File: config.mk
export PLATFORM = sky130hd
export DESIGN_NAME = x86_integer_alu_with_flags
export DESIGN_NICKNAME = d
export VERILOG_FILES = /design/src/hdl/x86alu_pkg.sv /design/src/hdl/x86alu_core.sv /design/src/hdl/x86_integer_alu_with_flags.sv
export SDC_FILE = /design/constraint.sdc
export NUM_CORES = 1
export LEC_CHECK = 0
export BUFFER_PORTS_ARGS = -buffer_cell sky130_fd_sc_hd__buf_2
export CAP_MARGIN = 20
export CELL_PAD_IN_SITES_DETAIL_PLACEMENT = 1
export CELL_PAD_IN_SITES_GLOBAL_PLACEMENT = 1
export CORE_ASPECT_RATIO = 1.1
export CORE_MARGIN = 4
export CORE_UTILIZATION = 34
export CTS_CLUSTER_DIAMETER = 50
export DETAILED_ROUTE_END_ITERATION = 10
export PLACE_DENSITY = 0.69
export SETUP_SLACK_MARGIN = 0.2
export SYNTH_ARGS = -nofsm -noshare
export SYNTH_HDL_FRONTEND = slang
export SYNTH_SLANG_ARGS = --single-unit
File: constraint.sdc
create_clock -name i_clk -period 7.7 [get_ports i_clk]
set_input_delay 1.54 -clock i_clk [delete_from_list [all_inputs] [get_ports i_clk]]
set_output_delay 1.54 -clock i_clk [all_outputs]
set_load 0.05 [all_outputs]
File: src/hdl/x86alu_pkg.sv
// Shared types, codes and helper functions for the x86 integer ALU.
package x86alu_pkg;

    // Operation codes carried on the op field.
    typedef enum logic [3:0] {
        OP_ADD = 4'd0,
        OP_ADC = 4'd1,
        OP_SUB = 4'd2,
        OP_SBB = 4'd3,
        OP_AND = 4'd4,
        OP_OR  = 4'd5,
        OP_XOR = 4'd6,
        OP_SHL = 4'd7,
        OP_SHR = 4'd8,
        OP_SAR = 4'd9
    } t_alu_op;

    // Operand size codes; the unused code behaves as 32 bits.
    localparam logic [1:0] SIZE_8  = 2'd0;
    localparam logic [1:0] SIZE_16 = 2'd1;
    localparam logic [1:0] SIZE_32 = 2'd2;

    localparam int unsigned DATA_W  = 32;
    localparam int unsigned OP_W    = 4;
    localparam int unsigned SIZE_W  = 2;
    localparam int unsigned SHAMT_W = 5;

    localparam logic [DATA_W-1:0] MASK_8  = 32'h0000_00FF;
    localparam logic [DATA_W-1:0] MASK_16 = 32'h0000_FFFF;
    localparam logic [DATA_W-1:0] MASK_32 = 32'hFFFF_FFFF;

    // The kept flag word.
    typedef struct packed {
        logic of;
        logic sf;
        logic zf;
        logic pf;
        logic cf;
    } t_flags;

    localparam t_flags FLAGS_RESET = '{of: 1'b0, sf: 1'b0, zf: 1'b0, pf: 1'b0, cf: 1'b0};

    // Mask that keeps the bits of the given operand size.
    function automatic logic [DATA_W-1:0] size_mask(input logic [SIZE_W-1:0] size);
        logic [DATA_W-1:0] m;
        unique case (size)
            SIZE_8:  m = MASK_8;
            SIZE_16: m = MASK_16;
            default: m = MASK_32;
        endcase
        return m;
    endfunction

    // Most significant bit of a value at the given operand size.
    function automatic logic top_bit(input logic [DATA_W-1:0] v,
                                     input logic [SIZE_W-1:0] size);
        logic b;
        unique case (size)
            SIZE_8:  b = v[7];
            SIZE_16: b = v[15];
            default: b = v[31];
        endcase
        return b;
    endfunction

    // Bit just above the operand size in a 33-bit value (carry position).
    function automatic logic carry_bit(input logic [DATA_W:0] v,
                                       input logic [SIZE_W-1:0] size);
        logic b;
        unique case (size)
            SIZE_8:  b = v[8];
            SIZE_16: b = v[16];
            default: b = v[32];
        endcase
        return b;
    endfunction

endpackage

File: src/hdl/x86alu_core.sv
// Combinational datapath of the ALU: result and next flag word for one item.
module x86alu_core (
    input  logic [x86alu_pkg::OP_W-1:0]   i_op,
    input  logic [x86alu_pkg::DATA_W-1:0] i_src_operand,
    input  logic [x86alu_pkg::DATA_W-1:0] i_dest_operand,
    input  logic [x86alu_pkg::SIZE_W-1:0] i_size_code,
    input  x86alu_pkg::t_flags            i_flags,
    output logic [x86alu_pkg::DATA_W-1:0] o_result_value,
    output x86alu_pkg::t_flags            o_flags
);
    import x86alu_pkg::*;

    t_alu_op               op;
    logic [DATA_W-1:0]     mask;
    logic [DATA_W-1:0]     a;
    logic [DATA_W-1:0]     b;
    logic                  cin;
    logic [SHAMT_W-1:0]    shamt;
    logic [DATA_W:0]       sum;
    logic [DATA_W-1:0]     diff;
    logic                  borrow;
    logic [DATA_W:0]       shl_wide;
    logic [DATA_W:0]       shr_wide;
    logic [DATA_W-1:0]     sext;
    logic signed [DATA_W:0] sar_wide;
    logic [DATA_W-1:0]     res;
    logic                  cf_new;
    logic                  of_new;
    logic                  upd_cf;
    logic                  upd_of;
    logic                  upd_pzs;

    // Operands masked to the operand size.
    assign op    = t_alu_op'(i_op);
    assign mask  = size_mask(i_size_code);
    assign a     = i_dest_operand & mask;
    assign b     = i_src_operand & mask;
    assign shamt = i_src_operand[SHAMT_W-1:0];
    assign cin   = ((op == OP_ADC) || (op == OP_SBB)) ? i_flags.cf : 1'b0;

    // Adder and subtractor, both with the carry or borrow input.
    assign sum    = {1'b0, a} + {1'b0, b} + {{DATA_W{1'b0}}, cin};
    assign diff   = (a - b - {{(DATA_W-1){1'b0}}, cin}) & mask;
    assign borrow = ({1'b0, a} < ({1'b0, b} + {{DATA_W{1'b0}}, cin}));

    // Shifters; an extra bit catches the last bit shifted out.
    assign shl_wide = {1'b0, a} << shamt;
    assign shr_wide = {a, 1'b0} >> shamt;
    assign sext     = top_bit(a, i_size_code) ? (a | ~mask) : a;
    assign sar_wide = $signed({sext, 1'b0}) >>> shamt;

    // Select the result and which flags the operation writes.
    always_comb begin
        res     = a;
        cf_new  = i_flags.cf;
        of_new  = i_flags.of;
        upd_cf  = 1'b0;
        upd_of  = 1'b0;
        upd_pzs = 1'b0;
        unique case (op)
            OP_ADD, OP_ADC: begin
                res     = sum[DATA_W-1:0] & mask;
                cf_new  = carry_bit(sum, i_size_code);
                of_new  = top_bit(~(a ^ b) & (a ^ (sum[DATA_W-1:0] & mask)), i_size_code);
                upd_cf  = 1'b1;
                upd_of  = 1'b1;
                upd_pzs = 1'b1;
            end
            OP_SUB, OP_SBB: begin
                res     = diff;
                cf_new  = borrow;
                of_new  = top_bit((a ^ b) & (a ^ diff), i_size_code);
                upd_cf  = 1'b1;
                upd_of  = 1'b1;
                upd_pzs = 1'b1;
            end
            OP_AND, OP_OR, OP_XOR: begin
                if (op == OP_AND) begin
                    res = a & b;
                end else if (op == OP_OR) begin
                    res = a | b;
                end else begin
                    res = a ^ b;
                end
                cf_new  = 1'b0;
                of_new  = 1'b0;
                upd_cf  = 1'b1;
                upd_of  = 1'b1;
                upd_pzs = 1'b1;
            end
            OP_SHL: begin
                if (shamt != '0) begin
                    res     = shl_wide[DATA_W-1:0] & mask;
                    cf_new  = carry_bit(shl_wide, i_size_code);
                    upd_cf  = 1'b1;
                    upd_pzs = 1'b1;
                end
            end
            OP_SHR: begin
                if (shamt != '0) begin
                    res     = shr_wide[DATA_W:1];
                    cf_new  = shr_wide[0];
                    upd_cf  = 1'b1;
                    upd_pzs = 1'b1;
                end
            end
            OP_SAR: begin
                if (shamt != '0) begin
                    res     = sar_wide[DATA_W:1] & mask;
                    cf_new  = sar_wide[0];
                    upd_cf  = 1'b1;
                    upd_pzs = 1'b1;
                end
            end
            default: begin
                // Undefined op codes pass the operand and keep the flags.
                res = a;
            end
        endcase
    end

    // Assemble the next flag word.
    always_comb begin
        o_flags = i_flags;
        if (upd_cf) begin
            o_flags.cf = cf_new;
        end
        if (upd_of) begin
            o_flags.of = of_new;
        end
        if (upd_pzs) begin
            o_flags.pf = ~(^res[7:0]);
            o_flags.zf = (res == '0);
            o_flags.sf = top_bit(res, i_size_code);
        end
    end

    assign o_result_value = res;

endmodule

File: src/hdl/x86_integer_alu_with_flags.sv
// Top level of the x86 integer ALU: input register, datapath, result register, flags.
//
// The block takes one item per clock cycle while the output is not stalled. An
// accepted item is captured in the input register, passes the datapath and lands in
// the result register together with the updated CF, PF, ZF, SF and OF. The flag
// word register is written on the same edge as the result register, so an add with
// carry or subtract with borrow in the very next item already sees the new CF.
// Back-pressure on the output stalls the result register and any item waiting in
// the input register in place; nothing is dropped or repeated.
module x86_integer_alu_with_flags (
    input  logic                          i_clk,
    input  logic                          i_rst_n,
    input  logic                          i_valid,
    output logic                          o_ready,
    input  logic [x86alu_pkg::OP_W-1:0]   i_op,
    input  logic [x86alu_pkg::DATA_W-1:0] i_src_operand,
    input  logic [x86alu_pkg::DATA_W-1:0] i_dest_operand,
    input  logic [x86alu_pkg::SIZE_W-1:0] i_size_code,
    output logic                          o_valid,
    input  logic                          i_ready,
    output logic [x86alu_pkg::DATA_W-1:0] o_result_value,
    output logic                          o_carry_flag,
    output logic                          o_parity_flag,
    output logic                          o_zero_flag,
    output logic                          o_sign_flag,
    output logic                          o_overflow_flag
);
    import x86alu_pkg::*;

    logic                r_in_valid;
    logic [OP_W-1:0]     r_op;
    logic [DATA_W-1:0]   r_src;
    logic [DATA_W-1:0]   r_dest;
    logic [SIZE_W-1:0]   r_size;
    logic                r_out_valid;
    logic [DATA_W-1:0]   r_result;
    t_flags              r_out_flags;
    t_flags              r_flags;
    t_flags              n_flags;
    logic [DATA_W-1:0]   n_result;
    logic                out_free;
    logic                advance;
    logic                in_take;

    // Handshake: the result register frees when empty or taken.
    assign out_free = !r_out_valid || i_ready;
    assign advance  = r_in_valid && out_free;
    assign o_ready  = !r_in_valid || out_free;
    assign in_take  = i_valid && o_ready;

    // Input register.
    always_ff @(posedge i_clk) begin
        if (!i_rst_n) begin
            r_in_valid <= 1'b0;
        end else if (o_ready) begin
            r_in_valid <= i_valid;
        end
        if (in_take) begin
            r_op   <= i_op;
            r_src  <= i_src_operand;
            r_dest <= i_dest_operand;
            r_size <= i_size_code;
        end
    end

    // Datapath for the item in the input register.
    x86alu_core u_core (
        .i_op           (r_op),
        .i_src_operand  (r_src),
        .i_dest_operand (r_dest),
        .i_size_code    (r_size),
        .i_flags        (r_flags),
        .o_result_value (n_result),
        .o_flags        (n_flags)
    );

    // Result register and kept flag word, written together.
    always_ff @(posedge i_clk) begin
        if (!i_rst_n) begin
            r_out_valid <= 1'b0;
            r_flags     <= FLAGS_RESET;
        end else begin
            if (out_free) begin
                r_out_valid <= r_in_valid;
            end
            if (advance) begin
                r_flags <= n_flags;
            end
        end
        if (advance) begin
            r_result    <= n_result;
            r_out_flags <= n_flags;
        end
    end

    assign o_valid         = r_out_valid;
    assign o_result_value  = r_result;
    assign o_carry_flag    = r_out_flags.cf;
    assign o_parity_flag   = r_out_flags.pf;
    assign o_zero_flag     = r_out_flags.zf;
    assign o_sign_flag     = r_out_flags.sf;
    assign o_overflow_flag = r_out_flags.of;

    // The flag word only changes when an item moves into the result register.
    a_flags_hold: assert property (@(posedge i_clk) disable iff (!i_rst_n)
        !advance |=> $stable(r_flags))
        else $error("flag word changed without an item advancing");

    // While a result is valid, the delivered flags equal the current kept flag word.
    a_flags_match: assert property (@(posedge i_clk) disable iff (!i_rst_n)
        r_out_valid |-> (r_out_flags == r_flags))
        else $error("output flags differ from kept flag word");

    // A result that is not taken stays on the output unchanged.
    a_out_hold: assert property (@(posedge i_clk) disable iff (!i_rst_n)
        (r_out_valid && !i_ready) |=>
            (r_out_valid && $stable(r_result) && $stable(r_out_flags)))
        else $error("result changed while waiting to be taken");

    // An item waiting in the input register holds while the result register is stalled.
    a_in_hold: assert property (@(posedge i_clk) disable iff (!i_rst_n)
        (r_in_valid && !out_free) |=> (r_in_valid && $stable(r_op) && $stable(r_dest)))
        else $error("input register lost an item during a stall");

endmodule
Yosys cells after proc, flatten, opt, wreduce, memory -nomap -nowiden
Index checks and enable logic that the tools add are counted.

storage, ports and cells
  memories kept = 0
  register bits after elaboration = 114
  bits in writable memories = 0
  output and inout port bits = 39
  word-level logic and storage cells = 96
  bits in latches = 0
  input bits = 74
  ROM bits = 0

cells by class
  reductions and logical operators = 17
  bitwise operators = 17
  add/sub/neg operators = 5
  div/mod/pow operators = 0
  magnitude comparators = 1
  multiply operators = 0
  shifts and indexed selects = 3
  equal/unequal tests = 10
  multiplexer cells = 26

operators by type and width
  cell                                           number
  AND 32 bit                                     9
  2-to-1 mux 32 bit                              6
  one-hot mux 32 bit (6 select lines)            1
  XOR 32 bit                                     3
  inverter 32 bit                                2
  OR 32 bit                                      2
  one-hot mux 32 bit (2 select lines)            1
  adder 32 x 1 -> 33 bit                         1
  adder 32 x 32 -> 33 bit                        1
  adder 33 x 1 -> 33 bit                         1
  < comparator 32 x 33 -> 1 bit                  1
  << shifter 32 x 5 -> 33 bit                    1
  >> shifter 33 x 5 -> 33 bit                    1
  >>> shifter 33 x 5 -> 33 bit                   1
  logical NOT 32 bit                             1
  subtractor 32 x 1 -> 32 bit                    1
  subtractor 32 bit                              1
  == test 4 x 3 -> 1 bit, second input constant  4
  one-hot mux 1 bit (2 select lines)             7
  == test 4 x 2 -> 1 bit, second input constant  2
  == test 4 bit, second input constant           2
  2-to-1 mux 1 bit                               8
  parity 8 bit                                   1
  OR reduction 7 bit                             1
  other kinds (14)                               20

Longest topological paths before layout
  depth in word-level cells = 12
  mapped depth = 27
  mapped depth without buffers = 23

By module
From an unflattened synthesis, not the netlist that was laid out.

second synthesis, totals
  cells, all modules = 2244
  area, all modules = 17444.2 um^2

modules (own cells, without submodules)
  module                      area each (um^2)  cells an instance  sequential area each (um^2)  times used
  x86alu_core                 13935.9           2106               0.0                          1
  x86_integer_alu_with_flags  3508.4            138                3353.2                       1

Least setup slack after synthesis
Ideal clock, no wire load.

  path kind = flip-flop to flip-flop
  from = register r_size[1]
  to = register r_flags[2] in the netlist's numbering
  data required time = 7.611 ns
  library setup time = 0.089 ns
  setup slack = 1.216 ns
  path buffers = 10
  cell stages (with the launch flop) = 24
  data arrival time = 6.394 ns
  path through = edfxtp_1 buf_2 buf_2 buf_2 clkbuf_1 buf_1 clkbuf_1 buf_1 buf_1 clkbuf_1 buf_1 nand2_1 ha_1 ha_1 a21o_1 a21o_1 a21o_1 a221oi_1 mux2_2 o41ai_1 o221ai_1 nor4_1 nand4b_1 o32ai_2

between the ends
  longest elaborated chain between the ends = 11

RTL lines
  element                                                                          line                              text
  from (decl)                                                                      x86_integer_alu_with_flags.sv:34  logic [SIZE_W-1:0] r_size;
  from (signal assigned)                                                           x86_integer_alu_with_flags.sv:62  r_size <= i_size_code;
  parallel branches: the longest is 8 deep, another holds adder 32 x 32 -> 33 bit  n/a
  one-hot mux 32 bit (6 select lines) (*)                                          x86alu_core.sv:60                 unique case (op)
  logical NOT 32 bit (*)                                                           x86alu_core.sv:133                o_flags.zf = (res == '0);
  2-to-1 mux 3 bit (*)                                                             x86alu_core.sv:131                if (upd_pzs) begin
  to (signal assigned)                                                             x86_integer_alu_with_flags.sv:87  r_flags <= n_flags;
  to (decl)                                                                        x86_integer_alu_with_flags.sv:38  t_flags r_flags;

Every way passes the cells marked *.
A chain may end at the register's enable or synchronous reset.

Worst setup path in the final report
Same ends and word-level chain as after synthesis.

==> impl_metrics.ini <==
[clock_tree]
cts_tree = done
postCtsResizedCells = 0
cts.sinks = 114
root_buffer = clkbuf_16
cts_buffer_depth = 2
cts_setup_buffers = 0
cts_buffers = 17
cts.clk_slew.worst_paths_ns = 0.07
worst_skew_pair.late_latency_ns = 0.50
cts_max_level = 4
hold_buffers = 0

[global_route]
grt_pass1_vias = 20860
grt-ovfl-total = 0
antenna_found_initial = 1
grt_pass1_wl_mm = 149.3
grt_util_all_layers = 0.3530
grt_max_degree = 106

[floorplanning]
core_area_sq_um = 52630
rows = 88
io_pins = 113
die_w_microns = 228.3
start_util = 0.3449
die_h_microns = 250.3
die_area_sq_um = 57150

[worst_setup_path]
slowest_stage = a221oi_1
path_buf_inv = 1
crit_required_ns = 8.10
slowest_delay_ns = 0.91
cp.arrival_ns = 6.92
cp-end-kind = flip-flop
crit_path_cell_trace = or2_2 -> and2_1 -> inv_1 -> ha_1 -> ha_1 -> a21oi_1 -> o211ai_1 -> a211oi_1 -> nand3_1 -> a221oi_1 -> mux2_2 -> o41ai_1 -> o221ai_1 -> nor4_1 -> nand4b_1 -> o32ai_2
cpMostUsedCell = ha_1
cp-start-kind = flip-flop
crit_family = compound AO/OA/AOI/OAI gates
critPathMaxFanout = 38
crit_type = reg -> reg

[routing]
drcViolationCount = 0
wl_mm = 104.5
routedWlPerCell_microns = 34.05
drt_iter0_drc = 2414
drt.antenna.violating_nets = 0
vias = 20860
viasPerCell = 6.798
drt_first_pass_iters = 6

[logic_synthesis]
synth_cells = 2358
ys_types = 89
synth_area_sq_um = 18150
ys_seq_elements = 114
syn_nets = 2600
yosysWarnings = 0
muxShareOfSynthArea = 0.1067
synth-edff-count = 107
async_reset_ff_frac = 0
synthSimpleGateAreaFrac = 0.2045
ys_seq_area_frac = 0.1848
synth_top_family_by_area = compound AO/OA/AOI/OAI gates
ys.flop_type = edfxtp_1
synth_xor_area_frac = 0.03330
syn_area_per_cell_sq_um = 7.697
synth_fa_ha_area_frac = 0.1175
synth-compound-area-share = 0.2857

[pwr]
p_leak_uw = 0.008036
ir_worst_vdd_uv = 171.6
cellPowerDensity_nw_per_um2 = 161.7
p_int_uw = 1766
switching_power_uw = 1480
combPwrFrac = 0.470
pwr-share-clk = 0.286
p_sw_frac = 0.4560
p_seq_frac = 0.244

[hold_path]
hold_class = reg -> reg

[layout]
antenna_cells = 0
finalInstanceArea_sq_um = 20070
drive_above_1_share = 0.1300
final_cell_mix = nand2_1, nor2_1, ha_1
area_growth_pct = 10.58
layout_commonest_cell = nand2_1
layout.nets = 2622

[timing]
hold_viol = 0
drv_slew = 0
max_freq_ghz = 0.1535
finalSetupTns_ns = 0
grt_setup_unrepaired = false
skew_ns = 0.01975
tightestPinTransition_ns = 1.345
setup_viol = 0
slew_headroom = 0.1010
worst_slack_ns = 1.186
fin_crit_ns = 6.514
finalCritPeriodShare = 0.8460
holdWs_ns = 0.5090

[place]
dpl.hpwl_mm = 80.43
port_buffers = 112
placed_area_sq_um = 19420
pre_cts_slack_ns = 1.407
gp_congestion = 1.031

[outcome]
status = finished, final reports clean

[job]
maxCapViolCount = 0
[sequential cells by signal (all words and copies together) (netlist names)]
name	flops
r_dest	32
o_overflow_flag	1
o_sign_flag	1
o_valid	1
o_zero_flag	1
r_flags	5
r_size	2
o_parity_flag	1
r_op	4
o_carry_flag	1
r_src	32
o_result_value	32
r_in_valid	1
[kinds of logic after synthesis]
logic type / after synthesis
AND/OR/NAND/NOR: 776
AO/OA/AOI/OAI: 770
buffers and inverters: 305
adder cells (fa/ha/maj): 168
multiplexers: 156
flip-flops: 114
XOR/XNOR: 69
[path summary, 6_finish.rpt]
path	from	cells past startpoint	end	slack [ns]
worst max register to register	r_size[1]	16	r_flags[2]	1.19
worst min register to register	r_flags[3]	2	r_flags[3]	0.51
worst min-delay path	r_flags[3]	2	r_flags[3]	0.51
worst max-delay path	r_size[1]	16	r_flags[2]	1.19
[per-stage QoR]
stage               cells  utilization  power, uW
global route         3068       0.3813       3369
floorplan            2358            -       1712
detailed placement   3036       0.3691       2272
finish               3068       0.3813       3245
global placement     3035       0.3690       2253
CTS                  3068       0.3813       3218
[synth_stat cells, types with 28 or more instances]
| master | number | area (sq um) |
|---|---|---|
| nor2_1 | 194 | 728.2 |
| o22ai_1 | 64 | 400.4 |
| o21a_1 | 32 | 240.2 |
| a31oi_1 | 33 | 206.5 |
| a21oi_1 | 159 | 795.8 |
| nor3_1 | 54 | 270.3 |
| mux2_2 | 28 | 315.3 |
| a211oi_1 | 39 | 292.8 |
| xnor2_1 | 53 | 464.2 |
| nand4_1 | 33 | 206.5 |
| o21ai_0 | 153 | 765.7 |
| nand2_1 | 248 | 930.9 |
| ha_1 | 164 | 2052 |
| mux2i_1 | 99 | 991.0 |
| inv_1 | 121 | 454.2 |
| nand3_1 | 64 | 320.3 |
| clkbuf_1 | 124 | 465.5 |
| edfxtp_1 | 107 | 3213 |
[metal layers]
| layer | track usage | part of all wire | wire, microns |
|---|---|---|---|
| met5 | 0 | 0 | 0 |
| met4 | 0.2014 | 0.067 | 7012 |
| met3 | 0.06574 | 0.081 | 8484 |
| met2 | 0.5488 | 0.44 | 45550 |
| met1 | 0.4600 | 0.42 | 43410 |
[power by group through the flow]
stage / clock [uW] / combinational, uW / sequential (uW)
after floorplan: 0 / 896 / 815
after CTS: 949 / 1480 / 788
after detailed placement: 0 / 1470 / 801
after global routing: 974 / 1600 / 793
after global placement: 0 / 1450 / 800
final: 928 / 1530 / 792
[area by class of cell]
cell class,instances,area [sq um]
flip-flops and latches,114,3353
repair buffers,184,1161
multi-input cells,1939,13600
clock buffers,17,425.4
clock inverters,15,220.2
well taps,675,844.6
inverters,124,465.4
fillers,6388,32560
[worst register-to-register path: cells and delay by family, from the launching register on]
| kind | cells | cell delay, ns |
|---|---|---|
| compound gates | 7 | 2.67 |
| fa+ha+maj | 2 | 0.90 |
| buf+inv | 1 | 0.08 |
| flops | 1 | 0.45 |
| mux | 1 | 0.42 |
| simple gates | 5 | 1.88 |
(Power assumes the default switching activity.)
